`src/design/mpl_pkg.sv`:
```
// Package for the marker position and line number extractor.
// Holds field widths and the sequencer state type; no dependencies.
package mpl_pkg;

  localparam int unsigned FIELD_W = 64;

  typedef enum logic [1:0] {
    ST_IDLE = 2'b01,
    ST_RUN  = 2'b10
  } state_t;

endpackage

```
`src/design/mpl_bit_unit.sv`:
```
// Shared bit unit: lowest set marker bit, its index, and a break popcount.
// Depends on no other file; purely combinational.
module mpl_bit_unit #(
  parameter int unsigned WORD_WIDTH = 64
) (
  input  logic [WORD_WIDTH-1:0]              marks,
  input  logic [WORD_WIDTH-1:0]              brk,
  input  logic                               sel_all,
  output logic [$clog2(WORD_WIDTH)-1:0]      idx,
  output logic [$clog2(WORD_WIDTH+1)-1:0]    cnt,
  output logic [WORD_WIDTH-1:0]              marks_rest
);

  localparam int unsigned IDX_W = $clog2(WORD_WIDTH);
  localparam int unsigned CNT_W = $clog2(WORD_WIDTH + 1);

  logic [WORD_WIDTH-1:0] low;
  logic [WORD_WIDTH-1:0] upto;
  logic [WORD_WIDTH-1:0] sel;

  function automatic logic [CNT_W-1:0] popcount(input logic [WORD_WIDTH-1:0] v);
    logic [CNT_W-1:0] n;
    n = '0;
    for (int i = 0; i < WORD_WIDTH; i++) begin
      n = n + CNT_W'(v[i]);
    end
    return n;
  endfunction

  always_comb begin
    low        = marks & (~marks + WORD_WIDTH'(1));
    upto       = low | (low - WORD_WIDTH'(1));
    marks_rest = marks & (marks - WORD_WIDTH'(1));
    idx        = '0;
    for (int i = 0; i < WORD_WIDTH; i++) begin
      if (low[i]) begin
        idx = idx | IDX_W'(i);
      end
    end
    sel = sel_all ? '1 : upto;
    cnt = popcount(brk & sel);
  end

endmodule

```
`src/design/marker_position_line_number.sv`:
```
// Top level of the marker position and line number extractor.
// Depends on mpl_pkg and mpl_bit_unit.
//
//   channel | dir | tdata (low bit up)                        | side band
//   in_     | in  | marker_bits[63:0], break_bits[127:64]     | -
//   out_    | out | position[63:0], line_number[127:64]       | tlast = last_of_word
//
// A word is loaded in the idle state; in the run state each of its markers goes
// through the shared bit unit in turn while the output is free, and a last step
// adds the word's break count and advances the position base.
// Reset (rst_n low, synchronous) clears the sequencer, the output valid and
// both running counters. A stalled output holds its request and pauses the
// sequencer; a new word is still taken while the last result waits.
module marker_position_line_number #(
  parameter int unsigned WORD_WIDTH = 64
) (
  input  logic                            clk,
  input  logic                            rst_n,
  input  logic                            in_tvalid,
  output logic                            in_tready,
  input  logic [2*mpl_pkg::FIELD_W-1:0]   in_tdata,   // marker_bits, break_bits
  output logic                            out_tvalid,
  input  logic                            out_tready,
  output logic [2*mpl_pkg::FIELD_W-1:0]   out_tdata,  // position, line_number
  output logic                            out_tlast
);

  localparam int unsigned FW    = mpl_pkg::FIELD_W;
  localparam int unsigned IDX_W = $clog2(WORD_WIDTH);
  localparam int unsigned CNT_W = $clog2(WORD_WIDTH + 1);

  mpl_pkg::state_t state_r, state_nxt;

  logic [WORD_WIDTH-1:0] marks_r, marks_nxt;
  logic [WORD_WIDTH-1:0] brk_r, brk_nxt;
  logic [FW-1:0]         base_r, base_nxt;
  logic [FW-1:0]         before_r, before_nxt;
  logic                  out_valid_r, out_valid_nxt;
  logic [FW-1:0]         out_pos_r, out_pos_nxt;
  logic [FW-1:0]         out_line_r, out_line_nxt;
  logic                  out_last_r, out_last_nxt;

  logic                  sel_all;
  logic [IDX_W-1:0]      idx;
  logic [CNT_W-1:0]      cnt;
  logic [WORD_WIDTH-1:0] marks_rest;
  logic                  out_free;

  mpl_bit_unit #(
    .WORD_WIDTH(WORD_WIDTH)
  ) u_bit_unit (
    .marks      (marks_r),
    .brk        (brk_r),
    .sel_all    (sel_all),
    .idx        (idx),
    .cnt        (cnt),
    .marks_rest (marks_rest)
  );

  assign in_tready  = (state_r == mpl_pkg::ST_IDLE);
  assign out_tvalid = out_valid_r;
  assign out_tdata  = {out_line_r, out_pos_r};
  assign out_tlast  = out_last_r;
  assign sel_all    = (marks_r == '0);
  assign out_free   = !out_valid_r || out_tready;

  always_comb begin
    state_nxt     = state_r;
    marks_nxt     = marks_r;
    brk_nxt       = brk_r;
    base_nxt      = base_r;
    before_nxt    = before_r;
    out_valid_nxt = out_valid_r && !out_tready;
    out_pos_nxt   = out_pos_r;
    out_line_nxt  = out_line_r;
    out_last_nxt  = out_last_r;
    case (state_r)
      mpl_pkg::ST_IDLE: begin
        if (in_tvalid) begin
          marks_nxt = in_tdata[WORD_WIDTH-1:0];
          brk_nxt   = in_tdata[FW+WORD_WIDTH-1:FW];
          state_nxt = mpl_pkg::ST_RUN;
        end
      end
      mpl_pkg::ST_RUN: begin
        if (sel_all) begin
          base_nxt   = base_r + FW'(WORD_WIDTH);
          before_nxt = before_r + FW'(cnt);
          state_nxt  = mpl_pkg::ST_IDLE;
        end else if (out_free) begin
          out_valid_nxt = 1'b1;
          out_pos_nxt   = base_r + FW'(idx);
          out_line_nxt  = before_r + FW'(cnt);
          out_last_nxt  = (marks_rest == '0);
          marks_nxt     = marks_rest;
        end
      end
      default: begin
        state_nxt = mpl_pkg::ST_IDLE;
      end
    endcase
  end

  always_ff @(posedge clk) begin
    if (!rst_n) begin
      state_r     <= mpl_pkg::ST_IDLE;
      base_r      <= '0;
      before_r    <= '0;
      out_valid_r <= 1'b0;
    end else begin
      state_r     <= state_nxt;
      base_r      <= base_nxt;
      before_r    <= before_nxt;
      out_valid_r <= out_valid_nxt;
    end
  end

  always_ff @(posedge clk) begin
    marks_r    <= marks_nxt;
    brk_r      <= brk_nxt;
    out_pos_r  <= out_pos_nxt;
    out_line_r <= out_line_nxt;
    out_last_r <= out_last_nxt;
  end

endmodule

```
`config.mk`:
```
export PLATFORM = sky130hd
export DESIGN_NAME = marker_position_line_number
export DESIGN_NICKNAME = d
export VERILOG_FILES = /design/src/design/mpl_pkg.sv /design/src/design/mpl_bit_unit.sv /design/src/design/marker_position_line_number.sv
export SDC_FILE = /design/constraint.sdc
export NUM_CORES = 1
export LEC_CHECK = 0
export ABC_AREA = 1
export ABC_CLOCK_PERIOD_IN_PS = 10100
export BUFFER_PORTS_ARGS = -buffer_cell sky130_fd_sc_hd__clkbuf_2
export CORE_MARGIN = 2
export CORE_UTILIZATION = 35
export CTS_BUF_LIST = sky130_fd_sc_hd__clkbuf_8
export DETAILED_ROUTE_END_ITERATION = 8
export PLACE_DENSITY = 0.6
export SETUP_SLACK_MARGIN = 0.3
export SKIP_LAST_GASP = 1
export SLEW_MARGIN = 40
export SYNTH_ARGS = -nofsm -noshare
export SYNTH_HDL_FRONTEND = slang
export SYNTH_SLANG_ARGS = --single-unit
export TNS_END_PERCENT = 10
```
`constraint.sdc`:
```
create_clock -name clk -period 10.1 [get_ports clk]
set_clock_uncertainty 0.15 [all_clocks]
set_input_delay 1.01 -clock clk [delete_from_list [all_inputs] [get_ports clk]]
set_output_delay 1.01 -clock clk [all_outputs]
set_load 0.02 [all_outputs]
```
**Yosys cells after proc, flatten, opt, wreduce, memory -nomap -nowiden**

Index checks and enable logic that the tools add are counted.

- Bits in registers: 388
- Bits in latches: 0
- Bits in writable memories: 0
- ROM bits: 0
- Input port bits: 132
- Output and inout port bits: 131
- Logic and storage cells: 205
- Memories: 0

- Add/sub/neg operators: 69
- Multipliers: 0
- Div/mod/pow operators: 0
- Magnitude comparators: 0
- Equal/unequal tests: 6
- Shift-type cells: 0
- Mux-type cells: 104
- Bitwise operators: 5
- Reductions and logical operators: 12

Operator list:

| operator | number |
|---|---|
| 2-to-1 mux 64 bit | 24 |
| adder 7 x 1 -> 7 bit | 62 |
| bitwise AND 64 bit | 3 |
| 2-to-1 mux 6 bit | 32 |
| logical NOT 64 bit | 2 |
| one-hot mux 64 bit (2 select lines) | 1 |
| subtractor 64 x 1 -> 64 bit (second input constant) | 2 |
| 2-to-1 mux 5 bit | 16 |
| adder 64 x 1 -> 64 bit (second input constant) | 1 |
| adder 64 x 6 -> 64 bit | 1 |
| adder 64 x 7 -> 64 bit | 1 |
| adder 64 x 7 -> 64 bit (second input constant) | 1 |
| inverter 64 bit | 1 |
| OR 64 bit | 1 |
| 2-to-1 mux 4 bit | 8 |
| 2-to-1 mux 1 bit | 12 |
| 2-to-1 mux 2 bit | 6 |
| 2-to-1 mux 3 bit | 4 |
| != test 2 bit (second input constant) | 3 |
| AND reduction 2 bit | 3 |
| one-hot mux 2 bit (2 select lines) | 1 |
| AND reduction 4 bit | 1 |
| AND reduction 3 bit | 1 |
| adder 1 x 1 -> 2 bit | 1 |
| other kinds (7) | 8 |

**Depth between registers and ports, before layout**

- Depth in word-level cells: 76
- Mapped depth: 42
- Gate-level depth less buffers: 42

**Modules after synthesis**

From an unflattened synthesis, not the netlist that was laid out.

- Cells, all modules: 2899
- Area total of the unflattened synthesis: 22156.2 sq um

By module, submodules not included:

| module | instances | cells an instance | area each (sq um) | seq. area each (sq um) |
|---|---|---|---|---|
| marker_position_line_number | 1 | 2093 | 17553.1 | 10219.8 |
| mpl_bit_unit | 1 | 806 | 4603.2 | 0.0 |

**Least setup slack after synthesis**

OpenSTA, ideal clock, no wires.

- Kind: reg-to-reg
- From: reg marks_r[0]
- To: reg out_line_r[51], data pin
- Setup time: 0.253 ns
- Arrival: 8.232 ns
- Required time: 9.697 ns
- Setup slack: 1.465 ns
- Stages on the path, launching flop included: 40
- Path buffers: 0
- Cells stage by stage: edfxtp_1 nor2_4 nand2_2 nor2_4 nand2_4 nor2_1 nand2_1 inv_1 nand2_1 fa_1 inv_1 fa_1 inv_1 fa_1 fa_1 inv_1 fa_1 inv_1 [... 4 more ...] fa_1 inv_1 fa_1 nand3b_1 and2_1 inv_1 a21oi_1 o21bai_1 ha_1 inv_1 o21bai_1 nor2_1 o21ai_1 nand3_1 nor2_1 nand2_1 nand2_1 nand2_1

- Longest elaborated chain between the ends: 76
- Elaborated cells between the ends (all ways): 77
- Those cells by class: add/sub: 66; mux: 6; bitwise: 4; reduce/logical: 1

RTL lines:

| what | RTL line | text |
|---|---|---|
| start, declared | marker_position_line_number.sv:34 | `logic [WORD_WIDTH-1:0] marks_r, marks_nxt;` |
| start signal, assigned | marker_position_line_number.sv:119 | `marks_r <= marks_nxt;` |
| inverter 64 bit | mpl_bit_unit.sv:31 | `low = marks & (~marks + WORD_WIDTH'(1));` |
| adder 64 x 1 -> 64 bit | mpl_bit_unit.sv:31 |  |
| bitwise AND 64 bit | mpl_bit_unit.sv:31 |  |
| subtractor 64 x 1 -> 64 bit | mpl_bit_unit.sv:32 | `upto = low \| (low - WORD_WIDTH'(1));` |
| OR 64 bit | mpl_bit_unit.sv:32 |  |
| 2-to-1 mux 64 bit * | mpl_bit_unit.sv:40 | `sel = sel_all ? '1 : upto;` |
| bitwise AND 64 bit * | mpl_bit_unit.sv:41 | `cnt = popcount(brk & sel);` |
| adder 1 x 1 -> 2 bit | mpl_bit_unit.sv:25 | `n = n + CNT_W'(v[i]);` |
| adder 7 x 1 -> 7 bit (61 in series) | mpl_bit_unit.sv:25 |  |
| adder 7 x 1 -> 7 bit * | mpl_bit_unit.sv:25 |  |
| adder 64 x 7 -> 64 bit * | marker_position_line_number.sv:93 | `out_line_nxt = before_r + FW'(cnt);` |
| 2-to-1 mux 64 bit * | marker_position_line_number.sv:90 | `end else if (out_free) begin` |
| 2-to-1 mux 64 bit * | marker_position_line_number.sv:86 | `if (sel_all) begin` |
| 2-to-1 mux 64 bit * | marker_position_line_number.sv:77 | `case (state_r)` |
| 2-to-1 mux 64 bit * | marker_position_line_number.sv:86 |  |
| 2-to-1 mux 64 bit * | marker_position_line_number.sv:77 |  |
| end signal, assigned | marker_position_line_number.sv:122 | `out_line_r <= out_line_nxt;` |
| end, declared | marker_position_line_number.sv:40 | `logic [FW-1:0] out_line_r, out_line_nxt;` |

Mark *: on every way between the ends. The rest lies on a longest branch, timed or not. The select of a mux whose other input is x is not followed.
A chain may end at the register's enable or synchronous reset.

**Worst setup path in the final report**

- From: reg marks_r[0]
- To: reg before_r[62]

- Longest elaborated chain between the ends: 73
- Elaborated cells between the ends (all ways): 76
- Those cells by class: add/sub: 66; eq/ne: 1; mux: 3; bitwise: 4; reduce/logical: 2

RTL lines:

| what | RTL line | text |
|---|---|---|
| inverter 64 bit | mpl_bit_unit.sv:31 |  |
| adder 64 x 1 -> 64 bit | mpl_bit_unit.sv:31 |  |
| bitwise AND 64 bit | mpl_bit_unit.sv:31 |  |
| subtractor 64 x 1 -> 64 bit | mpl_bit_unit.sv:32 |  |
| OR 64 bit | mpl_bit_unit.sv:32 |  |
| 2-to-1 mux 64 bit | mpl_bit_unit.sv:40 |  |
| bitwise AND 64 bit | mpl_bit_unit.sv:41 |  |
| adder 1 x 1 -> 2 bit | mpl_bit_unit.sv:25 |  |
| adder 7 x 1 -> 7 bit (62 in series) | mpl_bit_unit.sv:25 |  |
| adder 64 x 7 -> 64 bit | marker_position_line_number.sv:88 | `before_nxt = before_r + FW'(cnt);` |
| 2-to-1 mux 64 bit | marker_position_line_number.sv:86 |  |
| 2-to-1 mux 64 bit | marker_position_line_number.sv:77 |  |
| end signal, assigned | marker_position_line_number.sv:113 | `before_r <= before_nxt;` |
| end, declared | marker_position_line_number.sv:37 | `logic [FW-1:0] before_r, before_nxt;` |

Parallel ways exist; a longest one is shown, timed or not. The select of a mux whose other input is x is not followed.

==> results.toml <==
[outcome]
outcome = "completed"

[critical_path]
crit_type = "flip-flop to flip-flop"
rr_startpoint = "marks_r[0]"
cpMostUsedCell = "fa_1"
crit_path_start = "marks_r[0]"
cp.arrival_ps = 9850
cp-end-kind = "flip-flop"
startpoint_type = "flip-flop"
cp_slowest_stage_delay_ps = 570
critPathSlowestCell = "fa_1"
worst_ep_required_time_ps = 10530
crit_fanout = 7

[die]
initial_core_util_pct = 35.4
pin_count = 263
fp.coreArea_um2 = 59000
chipWidth_um = 248
die_area_um2 = 61600
die_height_um = 248
std_cell_rows = 89

[clock_tree]
cts_tree = "built"
cts_made_buffers = 70
insertion_delay_ps = 680
clk_pin_slew_ps = 60
root_buffer = "clkbuf_8"
postCtsHoldBufs = 0
clock-sinks = 382
h-tree-depth = 3
cts.path.max_buffers = 3

[power_and_ir_drop]
p_leak_nw = 10.4
power_density_nw_per_um2 = 139
ir_drop_mv = 0.130
fin_total_pwr_w = 0.00343

[placement]
dp_hpwl_um = 54900
port_buffers = 262
dpl.cell_count = 3570
dpl_cell_area_um2 = 23200
gp_congestion = 1.04

[sta]
slew_headroom_pct = 50.2
finalSetupViolCount = 0
finalCritPeriodShare_pct = 93.2
slew_violations = 0
clock.fmax_mhz = 106
rsz0062_at_grt = "true"
worst_slew_pin_slew_ps = 746
whs_ps = 324
final-hold-violation-count = 0
period_minus_slack_ps = 9420
finalSetupTns_ps = 0

[global_routing]
antenna_found_initial = 1
grt-ovfl-total = 0
grt_pass1_wl_um = 102000
grt_max_degree = 99
grt_pass1_vias = 17222
grt_use_total_pct = 22.3

[finish]
regArea_um2 = 10200
synthToLayoutAreaGrowth_pct = 18.0
layout-drive-gt1-share_pct = 14.6
multiInputGateArea_um2 = 9370
nFillCells = 6129
fin_nets = 3084
fin_area_um2 = 24600
stdcell_count = 3701
diodes = 0

[yosys]
synth_cells = 2562
synth_seq_cells = 382
synth-edff-count = 257
synth_cell_type_count = 43
synth_area_um2 = 20900
synthArstFlopShare_pct = 0
synth_nets = 2773
synth_area_leader_cell = "edfxtp_1"
synth_flop_cell = "edfxtp_1"
seq_area_frac_synth_pct = 48.9
yosys_warnings = 0
avgSynthCellArea_um2 = 8.15
synthTopCellsByArea = "edfxtp_1 37%, nand2_1 13%, dfxtp_1 12%, nor2_1 7.2%, inv_1 5.4%"
yosysTopAreaCellShare_pct = 37.0

[route]
vias_per_cell = 4.91
wl_per_cell_um = 18.7
final_antenna_net_count = 0
remaining_drc_errors = 0
routed_wl_um = 69300
drt_iter0_drc = 1447
vias = 18154
first_pass_iters = 7

[hold_path]
min_from = "before_r[5]"
hp-class = "flip-flop to flip-flop"

[job]
cap_violations = 0
repair_timing:
| item | CTS | global route |
|---|---|---|
| gates resized for setup | 0 | 15 |
| endpoints found under the setup margin | 0 | 77 |
| buffers inserted | 0 | 3 |
synth_stat cells (all sizes together) (3+ instances only):
library cell and instances:
inv 304, edfxtp 257, nor4 4, o21bai 3, a21oi 106, xnor2 27, o21ai 138, dfxtp 125
nand4 48, ha 24, nor2 411, nand2 723, fa 55, nand3b 7, nor3b 3, xor2 65
nand3 127, clkbuf 35, buf 16, nor3 65
routing by layer:
layer  track usage, %  vias to the layer above  share of wire, %  wire, µm
li1                 -                     8948                 -         -
met1             30.0                     8317                44     30300
met2             34.7                      726                45     30900
met3             4.43                      161               7.0      4830
met4             9.87                        2               4.7      3230
met5                0                        -             0.019        13
worst paths after layout:
check / slack [ps] / cells past startpoint / end
setup / recovery: 680 / 38 / before_r[62]
hold / removal: 320 / 2 / before_r[5]
setup reg to reg: 680 / 38 / before_r[62]
hold reg to reg: 320 / 2 / before_r[5]
state kept, by name, indices dropped and copies added, names as in the netlist:
register,cells
brk_r,64
out_line_r,64
before_r,64
base_r,58
out_tvalid,1
out_pos_r,64
marks_r,64
out_tlast,1
state_r,2
layout make-up:
type	instances	share of cell area (%)
Clock buffer	74	4.13
Sequential cell	382	41.5
Inverter	304	4.64
Multi-Input combinational cell	1825	38.0
Clock inverter	53	1.47
Tap cell	773	3.93
Timing Repair Buffer	290	6.33
layout by cell type (no fill, tap or decap), types with 55 or more instances in the layout:
master / Yosys / routed
nor3_1: 64 / 64
inv_1: 302 / 321
a21oi_1: 106 / 106
xor2_1: 65 / 65
dfxtp_1: 125 / 125
nand3_1: 126 / 124
nor2_1: 401 / 393
clkbuf_2: 0 / 262
fa_1: 55 / 55
o21ai_0: 132 / 130
clkbuf_8: 0 / 74
edfxtp_1: 257 / 257
nand2_1: 720 / 718
per-stage QoR:
stage / util (%) / setup slack [ps]
2_1_floorplan: - / 1460
3_3_place_gp: 39.2 / 678
5_1_grt: 41.7 / 236
3_5_place_dp: 39.2 / 543
4_1_cts: 41.6 / 528
6_report: 41.7 / 682
where the power goes:
| part | switching, W | internal (W) | leakage, nW | total (W) |
|---|---|---|---|---|
| Combinational | 0.000134 | 0.0000610 | 6.24 | 0.000195 |
| Clock | 0.000697 | 0.000769 | 0.789 | 0.00147 |
| Sequential | 0.0000395 | 0.00173 | 3.41 | 0.00177 |
worst max-delay path, delay by kind of cell, from the launching register on:
kind            cells  cell delay (ps)
compound gates      5             1040
fa+ha+maj          11             5170
buf+inv             8              610
flops               1              460
simple gates       14             1890
cells by family after synthesis:
group	after synthesis	share of synthesized area, %
compound gates	261	6.46
simple gates	1393	27.5
xor+xnor	92	3.86
flops	382	48.9
fa+ha+maj	79	6.71
buf+inv	355	6.54
No activity file was read; power rests on OpenSTA's default activity.
